===== src/hw/rtl/czp_pkg.sv =====
// ============================================================================
// czp_pkg
// Shared types, constants and helpers for the zero-padded 2D convolution.
// ============================================================================
`default_nettype none

package czp_pkg;

    localparam int MAX_WIDTH  = 1024;
    localparam int MAX_HEIGHT = 1024;
    localparam int MAX_KERNEL = 5;
    localparam int NCOEF      = MAX_KERNEL * MAX_KERNEL;
    localparam int ADDR_W     = $clog2(MAX_WIDTH);
    localparam int LANES      = MAX_KERNEL - 1;
    localparam int LB_W       = 16 * LANES;
    localparam int PROD_W     = 32;
    localparam int ROW_W      = 35;
    localparam int SUM_W      = 36;

    localparam logic [1:0] OP_LOAD  = 2'd0;
    localparam logic [1:0] OP_PIXEL = 2'd1;
    localparam logic [1:0] OP_DRAIN = 2'd2;

    localparam logic [1:0] REG_WIDTH  = 2'd0;
    localparam logic [1:0] REG_HEIGHT = 2'd1;
    localparam logic [1:0] REG_KSIZE  = 2'd2;

    typedef logic [PROD_W-1:0] t_prod;

    // effective (saturated) configuration
    typedef struct packed {
        logic [10:0] w;
        logic [10:0] h;
        logic [2:0]  s;
        logic [1:0]  f;     // forward reach of the window
        logic [11:0] lag;   // f*w + f
    } t_cfg;

    // one item entering the window stage
    typedef struct packed {
        logic        is_load;
        logic        is_shift;
        logic        emit;
        logic        fin;
        logic [4:0]  cidx;
        logic [15:0] cval;
        logic [15:0] sample;
        logic [9:0]  row;
        logic [9:0]  col;
        logic [ADDR_W-1:0] addr;
    } t_item;

    typedef struct packed {
        logic [9:0] row;
        logic [9:0] col;
        logic       last;
    } t_meta;

    function automatic logic [1:0] kernel_fwd(input logic [2:0] s);
        logic [2:0] t;
        t = s - 3'd1 - (s >> 1);
        return t[1:0];
    endfunction

endpackage

`default_nettype wire


===== src/hw/rtl/czp_sum.sv =====
// ============================================================================
// czp_sum
// Two-level registered adder tree and output register.
// ============================================================================
`default_nettype none

module czp_sum (
    input  wire logic                           i_clk,
    input  wire logic                           i_rst_n,
    input  wire logic                           i_v,
    input  wire czp_pkg::t_prod [czp_pkg::NCOEF-1:0] i_prod,
    input  wire czp_pkg::t_meta                 i_meta,
    output logic                                o_take,
    output logic                                o_valid,
    output logic [czp_pkg::SUM_W-1:0]           o_value,
    output czp_pkg::t_meta                      o_meta,
    input  wire logic                           i_ready
);
    import czp_pkg::*;

    logic             r_v2;
    logic [ROW_W-1:0] r_rows [MAX_KERNEL];
    logic [ROW_W-1:0] n_rows [MAX_KERNEL];
    t_meta            r_m2;
    logic             r_ov;
    logic [SUM_W-1:0] r_sum, n_sum;
    t_meta            r_mo;
    logic             free_out, adv2;

    assign free_out = !r_ov || i_ready;
    assign adv2     = r_v2 && free_out;
    assign o_take   = !r_v2 || adv2;

    always_comb begin
        for (int k = 0; k < MAX_KERNEL; k++) begin
            n_rows[k] = '0;
            for (int j = 0; j < MAX_KERNEL; j++) begin
                n_rows[k] = n_rows[k] + ROW_W'($signed(i_prod[k*MAX_KERNEL+j]));
            end
        end
        n_sum = '0;
        for (int k = 0; k < MAX_KERNEL; k++) begin
            n_sum = n_sum + SUM_W'($signed(r_rows[k]));
        end
    end

    always_ff @(posedge i_clk) begin
        if (!i_rst_n) begin
            r_v2 <= 1'b0;
            r_ov <= 1'b0;
        end else begin
            if (i_v && o_take) begin
                r_v2 <= 1'b1;
            end else if (adv2) begin
                r_v2 <= 1'b0;
            end
            if (adv2) begin
                r_ov <= 1'b1;
            end else if (i_ready) begin
                r_ov <= 1'b0;
            end
        end
    end

    always_ff @(posedge i_clk) begin
        if (i_v && o_take) begin
            r_rows <= n_rows;
            r_m2   <= i_meta;
        end
        if (adv2) begin
            r_sum <= n_sum;
            r_mo  <= r_m2;
        end
    end

    assign o_valid = r_ov;
    assign o_value = r_sum;
    assign o_meta  = r_mo;

endmodule

`default_nettype wire


===== config.mk =====
export PLATFORM = sky130hd
export DESIGN_NAME = czp_sum
export DESIGN_NICKNAME = d
export VERILOG_FILES = /design/src/hw/rtl/czp_pkg.sv /design/src/hw/rtl/czp_sum.sv
export SDC_FILE = /design/constraint.sdc
export NUM_CORES = 2
export LEC_CHECK = 0
export ABC_AREA = 1
export BUFFER_PORTS_ARGS = -buffer_cell sky130_fd_sc_hd__buf_2
export CAP_MARGIN = 20
export CORE_UTILIZATION = 25
export CTS_BUF_LIST = sky130_fd_sc_hd__clkbuf_4
export DETAILED_ROUTE_END_ITERATION = 8
export SLEW_MARGIN = 20
export SYNTH_ARGS = -nofsm -noshare
export SYNTH_HDL_FRONTEND = slang
export SYNTH_SLANG_ARGS = --single-unit

===== constraint.sdc =====
create_clock -name i_clk -period 7.4 [get_ports i_clk]
set_clock_uncertainty 0.1 [all_clocks]
set_input_delay 1.85 -clock i_clk [delete_from_list [all_inputs] [get_ports i_clk]]
set_output_delay 1.85 -clock i_clk [all_outputs]
set_load 0.03 [all_outputs]

==> reports/metrics.cfg <==
[timing]
setup_viol = 0
maxSlewHeadroom = 0.355
rsz0062_at_grt = false
fin_crit_sh = 0.660
drv_slew = 0
setup_ws_ns = 2.51
tns_ns = 0
hold_viol_final = 0
timing.fmax_mhz = 205
tightest_slew_ns = 0.967
fin_crit_ns = 4.89

[clock_network]
post_cts_buffers = 0
cts_htree_levels = 3
cts-root-buf = clkbuf_4
cts.sinks = 255
ctsResizeCount = 0
clkTransAtPathRegs_ns = 0.07
cts.path.max_buffers = 3
cts_hold_buf = 0
cts_buffers = 77
tritoncts = done
clock_latency_ns = 0.84

[final_layout]
layout_commonest_cell = inv_1
syn2layout_area_growth_pct = 20.1
nNetsFinal = 8021
drive_gt1_frac = 0.174
instances_no_fill = 8603
post-route-util = 0.304
multiInputGateArea_um2 = 24200
fillers = 17800
layout_common_cells = inv_1 (2254), nand2_1 (1004), buf_2 (883)
register_area_um2 = 7640

[critical_path]
end_kind = register
r2r-start = r_rows[1]
required_ns = 7.89
rr_endpoint = o_value[31]
reg2reg_depth = 17
r2r_slack_ns = 3.16
arrival_ns = 5.37
crit_type = in2reg
cp_max_fo = 4
cp-start-kind = primary input

[drt]
vias = 34600
wl_um = 139000
wl_per_cell_um = 16.1
firstDrtPassIters = 6
drtAntennaViolNets = 0
drc = 0
viasPerCell = 4.02
drt_iter0_drc = 1732

[synthesis]
syn_inst = 5427
synth_nets = 7057
syn-cell-area_um2 = 40300
yosys_warnings = 0
yosysSeqAreaShare = 0.189
ys_ff_latch = 255
ys_types = 25
syn_area_per_cell_um2 = 7.43

[worst_hold_path]
holdPathStages = 0
hold_path_class = reg2reg
hold_end = o_meta[1]
hold_start = r_m2[1]

[floorplanning]
dieArea_um2 = 163000
initial_core_util = 0.253
rows = 146
dieHeight_um = 404
pin_count = 884
die_w_um = 404
core_area_um2 = 159000

[grt]
antenna_found_initial = 29
grt_pass1_wl_um = 208000
grt_max_degree = 109
track_usage = 0.170
grt_pass1_vias = 36400
grt_remaining_overflow = 0

[place]
gp_congestion = 0.951
pre_cts_slack_ns = 1.66
dp.cells = 8458
hpwl_um = 127000
portBuffers = 883

[status]
outcome = complete, no violations

[flow_run]
cap_violations = 0

per-stage QoR:
| step | hold WS, ns | area, um2 |
|---|---|---|
| CTS | 0.315 | 48400 |
| global placement | 0.301 | 47500 |
| detailed placement | 0.305 | 47500 |
| floorplan | 0.300 | 40300 |
| finish | 0.310 | 48400 |
| global route | 0.323 | 48400 |
per-layer routing:
layer	vias to the layer above	track usage	part of all wire
met5	-	0	0.00072
met4	16	0.0377	0.019
met3	138	0.0311	0.054
met2	865	0.306	0.50
met1	16300	0.209	0.42
li1	17200	-	-
synth_stat cells:
library cell  count  area share
inv_2             3     0.00028
nand2_1        1004       0.093
nor3_1           47      0.0058
a21o_1            7      0.0013
nor2_4            3     0.00084
xor2_1           98       0.021
nand3_2          13      0.0032
nor2_2           17      0.0026
o21ai_0         125       0.016
nor3_2            3     0.00075
xnor2_1           9      0.0020
nand2_4           1     0.00028
a21oi_2          10      0.0022
fa_1            594        0.30
nor3_4            1     0.00040
nand4_1          32      0.0050
nand3_1         131       0.016
a21oi_1         209       0.026
nor2_1          317       0.030
nand2_2          64      0.0099
edfxtp_1        253        0.19
dfxtp_1           2     0.00099
ha_1            211       0.065
o21bai_1         18      0.0034
inv_1          2255        0.21
worst max-delay path, cell delays in order:
cell and delay [ns]:
buf_2 0.08, inv_1 0.06, fa_1 0.55, fa_1 0.43, fa_1 0.52, inv_1 0.08
ha_1 0.31, inv_1 0.11, fa_1 0.46, inv_1 0.11, nand3_1 0.09, nand2_2 0.14
nand3_1 0.10, nand2_2 0.10, nand2_1 0.07, nand2_2 0.10, nand2_1 0.07, nand3_1 0.08
nand2_1 0.06
logic make-up (layout without fill, tap and decap cells):
| kind of cell | after synthesis | count (layout) | share of synthesized area |
|---|---|---|---|
| adders and majority gates | 805 | 805 | 0.361 |
| xor gates and xnor gates | 107 | 107 | 0.0233 |
| AOI/OAI and AO/OA | 369 | 369 | 0.0483 |
| other | 0 | 15 | 0 |
| buffers and inverters | 2258 | 3273 | 0.210 |
| and+or+nand+nor | 1633 | 1633 | 0.168 |
| DFF | 255 | 255 | 0.189 |
state kept, by name, summed over array words and instances, names as in the netlist:
register / count
o_meta: 21
o_valid: 1
r_v2: 1
r_rows: 175
r_m2: 21
o_value: 36
layout make-up:
type	instances	share of cell area
antenna	15	0.000775
clock inverter	21	0.00233
clock buffer	109	0.0169
multi-input combinational	2914	0.500
inverter	2258	0.175
tap	2146	0.0554
timing repair buffer	885	0.0918
sequential	255	0.158
worst max path at each step:
| stage | startpoint | end | slack [ns] | cells after the start |
|---|---|---|---|---|
| after global placement | i_prod[321] | r_rows[97] | 1.66 | 19 |
| after floorplan | i_ready | r_m2[0] | 0.67 | 4 |
| final | i_prod[321] | r_rows[93] | 2.51 | 19 |
| after CTS | i_prod[321] | r_rows[101] | 2.60 | 19 |
| after detailed placement | i_prod[321] | r_rows[97] | 1.66 | 19 |
| after global routing | i_prod[321] | r_rows[101] | 2.35 | 19 |
Power is left out: the tool's default activity adds up to more than one toggle a clock period on the data nets, which glitch-free logic cannot reach.
