`src/hw/rtl/czp_pkg.sv`:
```
// ============================================================================
// czp_pkg
// Shared types, constants and helpers for the zero-padded 2D convolution.
// ============================================================================
`default_nettype none

package czp_pkg;

    localparam int MAX_WIDTH  = 1024;
    localparam int MAX_HEIGHT = 1024;
    localparam int MAX_KERNEL = 5;
    localparam int NCOEF      = MAX_KERNEL * MAX_KERNEL;
    localparam int ADDR_W     = $clog2(MAX_WIDTH);
    localparam int LANES      = MAX_KERNEL - 1;
    localparam int LB_W       = 16 * LANES;
    localparam int PROD_W     = 32;
    localparam int ROW_W      = 35;
    localparam int SUM_W      = 36;

    localparam logic [1:0] OP_LOAD  = 2'd0;
    localparam logic [1:0] OP_PIXEL = 2'd1;
    localparam logic [1:0] OP_DRAIN = 2'd2;

    localparam logic [1:0] REG_WIDTH  = 2'd0;
    localparam logic [1:0] REG_HEIGHT = 2'd1;
    localparam logic [1:0] REG_KSIZE  = 2'd2;

    typedef logic [PROD_W-1:0] t_prod;

    // effective (saturated) configuration
    typedef struct packed {
        logic [10:0] w;
        logic [10:0] h;
        logic [2:0]  s;
        logic [1:0]  f;     // forward reach of the window
        logic [11:0] lag;   // f*w + f
    } t_cfg;

    // one item entering the window stage
    typedef struct packed {
        logic        is_load;
        logic        is_shift;
        logic        emit;
        logic        fin;
        logic [4:0]  cidx;
        logic [15:0] cval;
        logic [15:0] sample;
        logic [9:0]  row;
        logic [9:0]  col;
        logic [ADDR_W-1:0] addr;
    } t_item;

    typedef struct packed {
        logic [9:0] row;
        logic [9:0] col;
        logic       last;
    } t_meta;

    function automatic logic [1:0] kernel_fwd(input logic [2:0] s);
        logic [2:0] t;
        t = s - 3'd1 - (s >> 1);
        return t[1:0];
    endfunction

endpackage

`default_nettype wire

```
`src/hw/rtl/czp_ctrl.sv`:
```
// ============================================================================
// czp_ctrl
// Input sequencing: frame counters, emit positions and end-of-frame padding.
// ============================================================================
`default_nettype none

module czp_ctrl (
    input  wire logic          i_clk,
    input  wire logic          i_rst_n,
    input  wire czp_pkg::t_cfg i_cfg,
    input  wire logic          i_restart,
    input  wire logic          i_valid,
    input  wire logic [1:0]    i_op,
    input  wire logic [4:0]    i_cidx,
    input  wire logic [15:0]   i_cval,
    input  wire logic [15:0]   i_sample,
    input  wire logic          i_free,
    output logic               o_ready,
    output logic               o_push,
    output czp_pkg::t_item     o_item
);
    import czp_pkg::*;

    logic [10:0]       r_in_row, n_in_row;
    logic [9:0]        r_in_col, n_in_col;
    logic [ADDR_W-1:0] r_addr,   n_addr;
    logic [11:0]       r_cnt,    n_cnt;
    logic [9:0]        r_er,     n_er;
    logic [9:0]        r_ec,     n_ec;

    logic frame_done, pad, sample_ok, drain_ok, load_ok, accept, shift, emit, fin;

    always_comb begin
        frame_done = r_in_row >= i_cfg.h;
        // frames shorter than the lag: shift dummy beats until the window lines up
        pad        = frame_done && (r_cnt < i_cfg.lag);
        sample_ok  = (i_op == OP_PIXEL) && !frame_done;
        drain_ok   = (i_op == OP_DRAIN) && frame_done;
        load_ok    = (i_op == OP_LOAD) && (i_cidx < 5'(NCOEF));
        o_ready    = i_free && !pad;
        accept     = i_valid && o_ready;
        shift      = pad || sample_ok || drain_ok;
        emit       = !pad && (drain_ok || (sample_ok && (r_cnt >= i_cfg.lag)));
        fin        = emit && (11'(r_er) == i_cfg.h - 11'd1) && (11'(r_ec) == i_cfg.w - 11'd1);
        o_push     = pad ? i_free : (accept && (load_ok || sample_ok || drain_ok));

        o_item.is_load  = !pad && load_ok;
        o_item.is_shift = shift;
        o_item.emit     = emit;
        o_item.fin      = fin;
        o_item.cidx     = i_cidx;
        o_item.cval     = i_cval;
        o_item.sample   = i_sample;
        o_item.row      = r_er;
        o_item.col      = r_ec;
        o_item.addr     = r_addr;
    end

    always_comb begin
        n_in_row = r_in_row;
        n_in_col = r_in_col;
        n_addr   = r_addr;
        n_cnt    = r_cnt;
        n_er     = r_er;
        n_ec     = r_ec;
        if (i_restart) begin
            n_in_row = '0;
            n_in_col = '0;
            n_addr   = '0;
            n_cnt    = '0;
            n_er     = '0;
            n_ec     = '0;
        end else if (o_push && shift) begin
            if (11'(r_addr) + 11'd1 == i_cfg.w) begin
                n_addr = '0;
            end else begin
                n_addr = r_addr + ADDR_W'(1);
            end
            if (r_cnt != 12'hFFF) begin
                n_cnt = r_cnt + 12'd1;
            end
            if (!pad && sample_ok) begin
                if (11'(r_in_col) + 11'd1 == i_cfg.w) begin
                    n_in_col = '0;
                    n_in_row = r_in_row + 11'd1;
                end else begin
                    n_in_col = r_in_col + 10'd1;
                end
            end
            if (fin) begin
                n_in_row = '0;
                n_in_col = '0;
                n_addr   = '0;
                n_cnt    = '0;
                n_er     = '0;
                n_ec     = '0;
            end else if (emit) begin
                if (11'(r_ec) + 11'd1 == i_cfg.w) begin
                    n_ec = '0;
                    n_er = r_er + 10'd1;
                end else begin
                    n_ec = r_ec + 10'd1;
                end
            end
        end
    end

    always_ff @(posedge i_clk) begin
        if (!i_rst_n) begin
            r_in_row <= '0;
            r_in_col <= '0;
            r_addr   <= '0;
            r_cnt    <= '0;
            r_er     <= '0;
            r_ec     <= '0;
        end else begin
            r_in_row <= n_in_row;
            r_in_col <= n_in_col;
            r_addr   <= n_addr;
            r_cnt    <= n_cnt;
            r_er     <= n_er;
            r_ec     <= n_ec;
        end
    end

    a_emit_pos: assert property (@(posedge i_clk) disable iff (!i_rst_n)
        (11'(r_ec) < i_cfg.w) && (11'(r_er) < i_cfg.h))
        else $error("emit position outside frame");

    a_addr_range: assert property (@(posedge i_clk) disable iff (!i_rst_n)
        (11'(r_addr) < i_cfg.w) && (11'(r_in_col) < i_cfg.w))
        else $error("column counter outside row");

    a_fin_restart: assert property (@(posedge i_clk) disable iff (!i_rst_n)
        (o_push && o_item.fin && !i_restart) |=> (r_in_row == '0) && (r_cnt == '0))
        else $error("frame did not restart after last output");

endmodule

`default_nettype wire

```
`config.mk`:
```
export PLATFORM = sky130hd
export DESIGN_NAME = czp_ctrl
export DESIGN_NICKNAME = d
export VERILOG_FILES = /design/src/hw/rtl/czp_pkg.sv /design/src/hw/rtl/czp_ctrl.sv
export SDC_FILE = /design/constraint.sdc
export NUM_CORES = 1
export LEC_CHECK = 0
export ABC_AREA = 1
export BUFFER_PORTS_ARGS = -buffer_cell sky130_fd_sc_hd__clkbuf_2
export CAP_MARGIN = 20
export CORE_UTILIZATION = 39
export CTS_CLUSTER_SIZE = 20
export DETAILED_ROUTE_END_ITERATION = 10
export MAX_ROUTING_LAYER = met4
export PLACE_DENSITY = 0.58
export SETUP_SLACK_MARGIN = 0.4
export SYNTH_ARGS = -nofsm -noshare
export SYNTH_HDL_FRONTEND = slang
export SYNTH_SLANG_ARGS = --single-unit
```
`constraint.sdc`:
```
create_clock -name i_clk -period 4.35 [get_ports i_clk]
set_input_delay 0.2175 -clock i_clk [delete_from_list [all_inputs] [get_ports i_clk]]
set_output_delay 0.2175 -clock i_clk [all_outputs]
set_load 0.02 [all_outputs]
```
==> flow_summary_export.csv, run 1 <==
group,metric,value,unit
run_status,outcome,"completed",
sta,slew-limit-headroom,0.515,
cts,htree_levels,3,
min_path,hp-class,"in -> reg",
synth,syn_avg_cell_area,5.84,µm²
synth,synth_nets,1228,
sta,grt_setup_unrepaired,"no",
synth,yosys_warnings,0,
sta,drv_slew,0,
routing,drt_first_pass_iters,5,
floorplanning,dieArea,17200,µm²
routing,drt_iter0_markers,437,
global_route,grt_pass1_vias,6103,
routing,via_per_inst,4.94,
power_and_ir_drop,vdd.ir_drop.worst,0.000181,V
cts,cts_hold_buf,0,
sta,finalSetupViolCount,0,
global_route,grt_max_degree,38,
synth,yosysUniqueCellTypes,36,
routing,routed_wl,18300,µm
placement,dp_cells,1352,
floorplanning,core_area,16100,µm²
placement,port_buffers,86,
layout,nets,1261,
min_path,hold_depth,5,
cts,cts.clk_slew.worst_paths,0.06,ns
placement,dp_hpwl,14300,µm
placement,routabilityCongestion,0.921,
synth,async_flop_share,0,
worst_setup_path,r2r_start,"r_cnt[5]",
routing,antenna_left,0,
sta,hold_viol_final,0,
worst_setup_path,reg2reg_depth,18,
power_and_ir_drop,leakage,0.00351,µW
synth,synth-seq-area-share,0.194,
synth,synth_flop_cell,"dfxtp_1",
cts,cts_root_buffer,"clkbuf_16",
synth,synth_common_cells,"291 x nand2_1, 150 x inv_1, 138 x nor2_1",
worst_setup_path,cp.arrival,3.65,ns
cts,clk-insertion-delay-late,0.35,ns
layout,fill_cells,1792,
layout,num_antenna_cells,0,
cts,cts_tree,"done",
floorplanning,dieWidth,131,µm
routing,drc,0,
global_route,grt_pass1_wl,30800,µm
run,cap_violations,0,
floorplanning,initial_core_util,0.404,
synth,synth.largest_area_cell,"dfxtp_1",
power_and_ir_drop,power_density,214,nW/µm²
synth,synthTopCellsByArea,"dfxtp_1 19%, nand2_1 17%, nand3_1 9.6%",
sta,final.min_clock_period,3.41,ns
synth,ys_ff_latch,63,
min_path,min_to,"r_er[0]",
sta,worstMarginPinSlew,0.726,ns
cts,cts_setup_buffers,0,
floorplanning,die_h,131,µm
global_route,antenna_found_initial,0,
worst_setup_path,crit_type,"reg -> reg",
synth,synth_area,6510,µm²
synth,yosysTopAreaCellShare,0.194,
cts,cts_sinks,63,
sta,clock_skew,0.00591,ns
synth,synth.most_common_cell,"nand2_1",
sta,finalCritPeriodShare,0.785,
cts,cts_buffer_depth,2,
layout,drive_above_1_share,0.113,
worst_setup_path,r2r-end,"r_in_row[1]",
global_route,track_usage,0.226,
global_route,overflow,0,
worst_setup_path,cp.required,4.59,ns
floorplanning,ios,156,
synth,synth-edff-count,0,
cts,ctsResizeCount,0,
routing,wire_per_inst,13.4,µm
routing,dr_total_vias,6756,
sta,setup_tns,0,ns
layout,fin_cells,1368,
worst_setup_path,startpoint_type,"flip-flop",
sta,max_freq,293,MHz
cts,numCtsBuffers,9,
worst_setup_path,worst-path-max-fanout,23,
worst_setup_path,r2r_setup_slack,0.94,ns
floorplanning,rows,46,
layout,area_growth_syn_to_layout,9.25,%
min_path,hp-start,"i_restart",
synth,synth_cells,1114,
worst_setup_path,endpoint_kind,"flip-flop",
logic make-up (layout without fill, tap and decap cells):
kind of cell / after synthesis / in the layout / synth area share
simple gates: 646 / 646 / 0.436
compound gates: 98 / 98 / 0.0798
fa+ha+maj: 31 / 31 / 0.0596
buf+inv: 223 / 261 / 0.157
flops: 63 / 63 / 0.194
xor+xnor: 53 / 53 / 0.0734
sequential cells by signal (all words and copies together), names as in the netlist:
name,flops
r_addr,10
r_in_col,10
r_er,10
r_in_row,11
r_ec,10
r_cnt,12
power by group:
part           total (µW)  switching, µW  internal [µW]  leakage [µW]
sequential            578          0.623            577      0.000507
clock                 753            292            461      0.000141
combinational         193            128           65.2       0.00286
cell type report:
| type | instances | area [µm²] | area share |
|---|---|---|---|
| clock buffer | 10 | 239 | 0.0336 |
| clock inverter | 6 | 70.1 | 0.00985 |
| inverter | 155 | 582 | 0.0818 |
| multi-input combinational | 828 | 4230 | 0.595 |
| sequential | 63 | 1260 | 0.177 |
| tap | 216 | 270 | 0.0380 |
| timing repair buffer | 90 | 460 | 0.0648 |
per-stage QoR:
stage	setup slack (ns)	area [µm²]	hold slack, ns	total power, µW	util
global route	0.566	7110	0.423	1600	0.441
floorplan	2.11	6510	0.447	761	-
CTS	0.942	7110	0.391	1540	0.441
detailed placement	0.970	6800	0.435	783	0.422
finish	0.935	7110	0.400	1520	0.441
global placement	0.992	6800	0.435	782	0.422
cell usage in the layout, fill, tap and decap left out, types with 9 or more instances in the layout:
cell       synthesis  layout
xor2_1            41      41
clkbuf_16          0       9
nor2_1           138     137
nand3_1          125     125
a21oi_1           69      69
xnor2_1           11      11
nor3_1            15      15
dfxtp_1           63      63
nand2_1          291     291
nand4_1           47      47
inv_1            150     150
clkbuf_2           0      86
ha_1              31      31
o21ai_0           14      14
metal layers:
layer | vias up | global-route usage | routed length, µm
met5 | - | - | 0
met2 | 170 | 0.343 | 7900
met3 | 22 | 0.0386 | 1010
met1 | 2963 | 0.305 | 9060
li1 | 3601 | - | -
met4 | 0 | 0.0693 | 301
critical path, stage by stage, from the launching register on:
cell	delay, ns
dfxtp_1	0.43
ha_1	0.28
nand2_1	0.07
nand2_1	0.05
nand3_1	0.06
nand2_1	0.06
nand2_1	0.06
nand2_1	0.05
nor2_1	0.18
nand2_1	0.12
nand3_1	0.13
nand3_2	0.34
nor2_1	0.21
buf_4	0.22
clkinv_1	0.31
nand2_2	0.45
nand3_1	0.13
nand2_1	0.09
nor2_1	0.04
how the worst max path moves through the flow:
| stage | cells past startpoint | endpoint | startpoint | slack (ns) |
|---|---|---|---|---|
| floorplan | 15 | r_in_row[3] | r_cnt[11] | 2.11 |
| global placement | 18 | r_in_row[9] | r_cnt[5] | 0.99 |
| detailed placement | 19 | r_in_row[9] | i_cfg[23] | 0.97 |
| CTS | 18 | r_in_row[9] | r_cnt[5] | 0.94 |
| global route | 18 | r_in_row[2] | r_cnt[5] | 0.57 |
| finish | 18 | r_in_row[1] | r_cnt[5] | 0.94 |
(Power assumes the default switching activity.)
==> run 2: changes to the inputs <==
Clock period 4.35 ns to 3.3 ns, I/O delays scaled along.
==> flow_summary_export.csv, run 2 (same netlist as run 1, synthesis figures left out) <==
group,metric,value,unit
sta,finalSetupViolCount,0,
worst_setup_path,r2r-end,"r_cnt[8]",
worst_setup_path,cp.arrival,2.49,ns
global_route,grt_max_degree,38,
layout,fin_cells,1374,
sta,hold_ws,0.330,ns
min_path,min_to,"o_item[33]",
power_and_ir_drop,power_density,276,nW/µm²
layout,num_antenna_cells,0,
routing,dr_total_vias,6778,
sta,slew-limit-headroom,0.540,
placement,dp_hpwl,14400,µm
global_route,antenna_found_initial,0,
sta,drv_slew,0,
cts,ctsResizeCount,0,
cts,numCtsBuffers,9,
sta,setup_tns,0,ns
cts,cts_sinks,63,
layout,final_cell_mix,"290 x nand2_1, 149 x inv_1, 136 x nor2_1, 125 x nand3_1, 86 x clkbuf_2",
power_and_ir_drop,leakage,0.00353,µW
layout,largest_register_ffs,12,
layout,fill_cells,1809,
layout,drive_above_1_share,0.118,
routing,via_per_inst,4.93,
cts,cts_setup_buffers,0,
worst_setup_path,crit_type,"reg -> out",
layout,reg_top3,"r_cnt x12, r_in_row x11",
sta,max_freq,377,MHz
cts,cts_root_buffer,"clkbuf_16",
placement,dp_cells,1358,
layout,top_register,"r_cnt",
worst_setup_path,cp.required,3.13,ns
cts,cts_tree,"done",
worst_setup_path,endpoint_kind,"primary output",
sta,final.min_clock_period,2.65,ns
run_status,outcome,"completed",
run,cap_violations,0,
floorplanning,initial_core_util,0.404,
floorplanning,die_h,131,µm
worst_setup_path,reg2reg_depth,18,
worst_setup_path,worst_path_max_delay_cell,"dfxtp_1",
layout,final_util,0.444,
sta,hold_viol_final,0,
routing,wire_per_inst,13.3,µm
sta,grt_setup_unrepaired,"no",
cts,cts_hold_buf,0,
worst_setup_path,startpoint_type,"flip-flop",
layout,nets,1267,
cts,cts_buffer_depth,2,
sta,finalCritPeriodShare,0.804,
routing,drc,0,
worst_setup_path,r2r_setup_slack,0.67,ns
cts,cts.clk_slew.worst_paths,0.05,ns
global_route,grt_pass1_wl,30600,µm
layout,final_common_cell,"nand2_1",
floorplanning,dieArea,17200,µm²
worst_setup_path,worst-path-max-fanout,26,
placement,pre_cts_ws,0.539,ns
power_and_ir_drop,vdd.ir_drop.worst,0.000250,V
routing,antenna_left,0,
routing,drt_iter0_markers,436,
placement,routabilityCongestion,0.947,
floorplanning,core_area,16100,µm²
layout,area_growth_syn_to_layout,9.96,%
worst_setup_path,r2r_start,"r_cnt[5]",
cts,clk-insertion-delay-late,0.34,ns
sta,worstMarginPinSlew,0.689,ns
min_path,hp-start,"i_sample[3]",
placement,port_buffers,86,
routing,routed_wl,18300,µm
floorplanning,dieWidth,131,µm
sta,clock_skew,0.00423,ns
sta,worst_slack,0.648,ns
floorplanning,ios,156,
routing,drt_first_pass_iters,5,
global_route,track_usage,0.225,
min_path,hold_depth,0,
floorplanning,rows,46,
cts,htree_levels,3,
min_path,hp-class,"in -> out",
worst_setup_path,slowest_delay,0.40,ns
global_route,overflow,0,
worst_setup_path,cpMostUsedCell,"nand2_1",
global_route,grt_pass1_vias,6165,
worst_setup_path,cp_cell_sequence,"inv_1 -> ha_1 -> nand3_1 -> nand4_1 -> nand2_1 -> nand4_1 -> nand2_1 -> nand2_1 -> inv_2 -> nand2_8 -> inv_1 -> clkbuf_2",
[run 2: cell count changes in the layout (fill, tap and decap cells not counted), moves of 2 or more]
cell,delta
clkinv_4,-2
clkbuf_1,+2
buf_4,+6
clkinv_2,+3
clkinvlp_4,-3
[run 2: how the worst max path moves through the flow]
stage,start,to,cells past startpoint
detailed placement,r_cnt[5],r_cnt[8],17
global placement,r_cnt[5],r_cnt[8],17
global route,r_in_row[0],r_cnt[1],16
floorplan,r_cnt[11],r_in_row[3],15
CTS,r_in_row[0],o_item[67],12
finish,r_in_row[0],o_item[67],12
[run 2: report_power, final]
group	leakage (µW)	switching (µW)	internal (µW)
Combinational	0.00287	168	87.4
Clock	0.000146	359	602
Sequential	0.000507	0.849	761
Total	0.00353	528	1450
[run 2: cell type report]
| cell class | count | area (µm²) | area share |
|---|---|---|---|
| clock buffers | 12 | 246 | 0.0344 |
| inverters | 155 | 582 | 0.0813 |
| well taps | 216 | 270 | 0.0378 |
| clock inverters | 4 | 45.0 | 0.00629 |
| multi-input cells | 828 | 4250 | 0.593 |
| repair buffers | 96 | 505 | 0.0706 |
| flip-flops and latches | 63 | 1260 | 0.176 |
[run 2: stage by stage]
stage          cell area (µm²)  power (µW)
2_1_floorplan             6510        1000
3_3_place_gp              6850        1030
3_5_place_dp              6850        1030
4_1_cts                   7140        2000
5_1_grt                   7160        2070
6_report                  7160        1980
[run 2: worst max-delay path, delay by kind of cell, from the launching register on]
kind	cells	cell delay, ns
buffers and inverters	4	0.53
DFF	1	0.40
adders and majority gates	1	0.28
and+or+nand+nor	7	0.93
[run 2: metal layers]
metal  wire (µm)  share of wire  up-vias  track usage
met1        9070           0.49     2976        0.291
li1            -              -     3620            -
met4         218          0.012        0       0.0614
met5           0              0        -            -
met3         941          0.051       18       0.0397
met2        8110           0.44      164        0.357
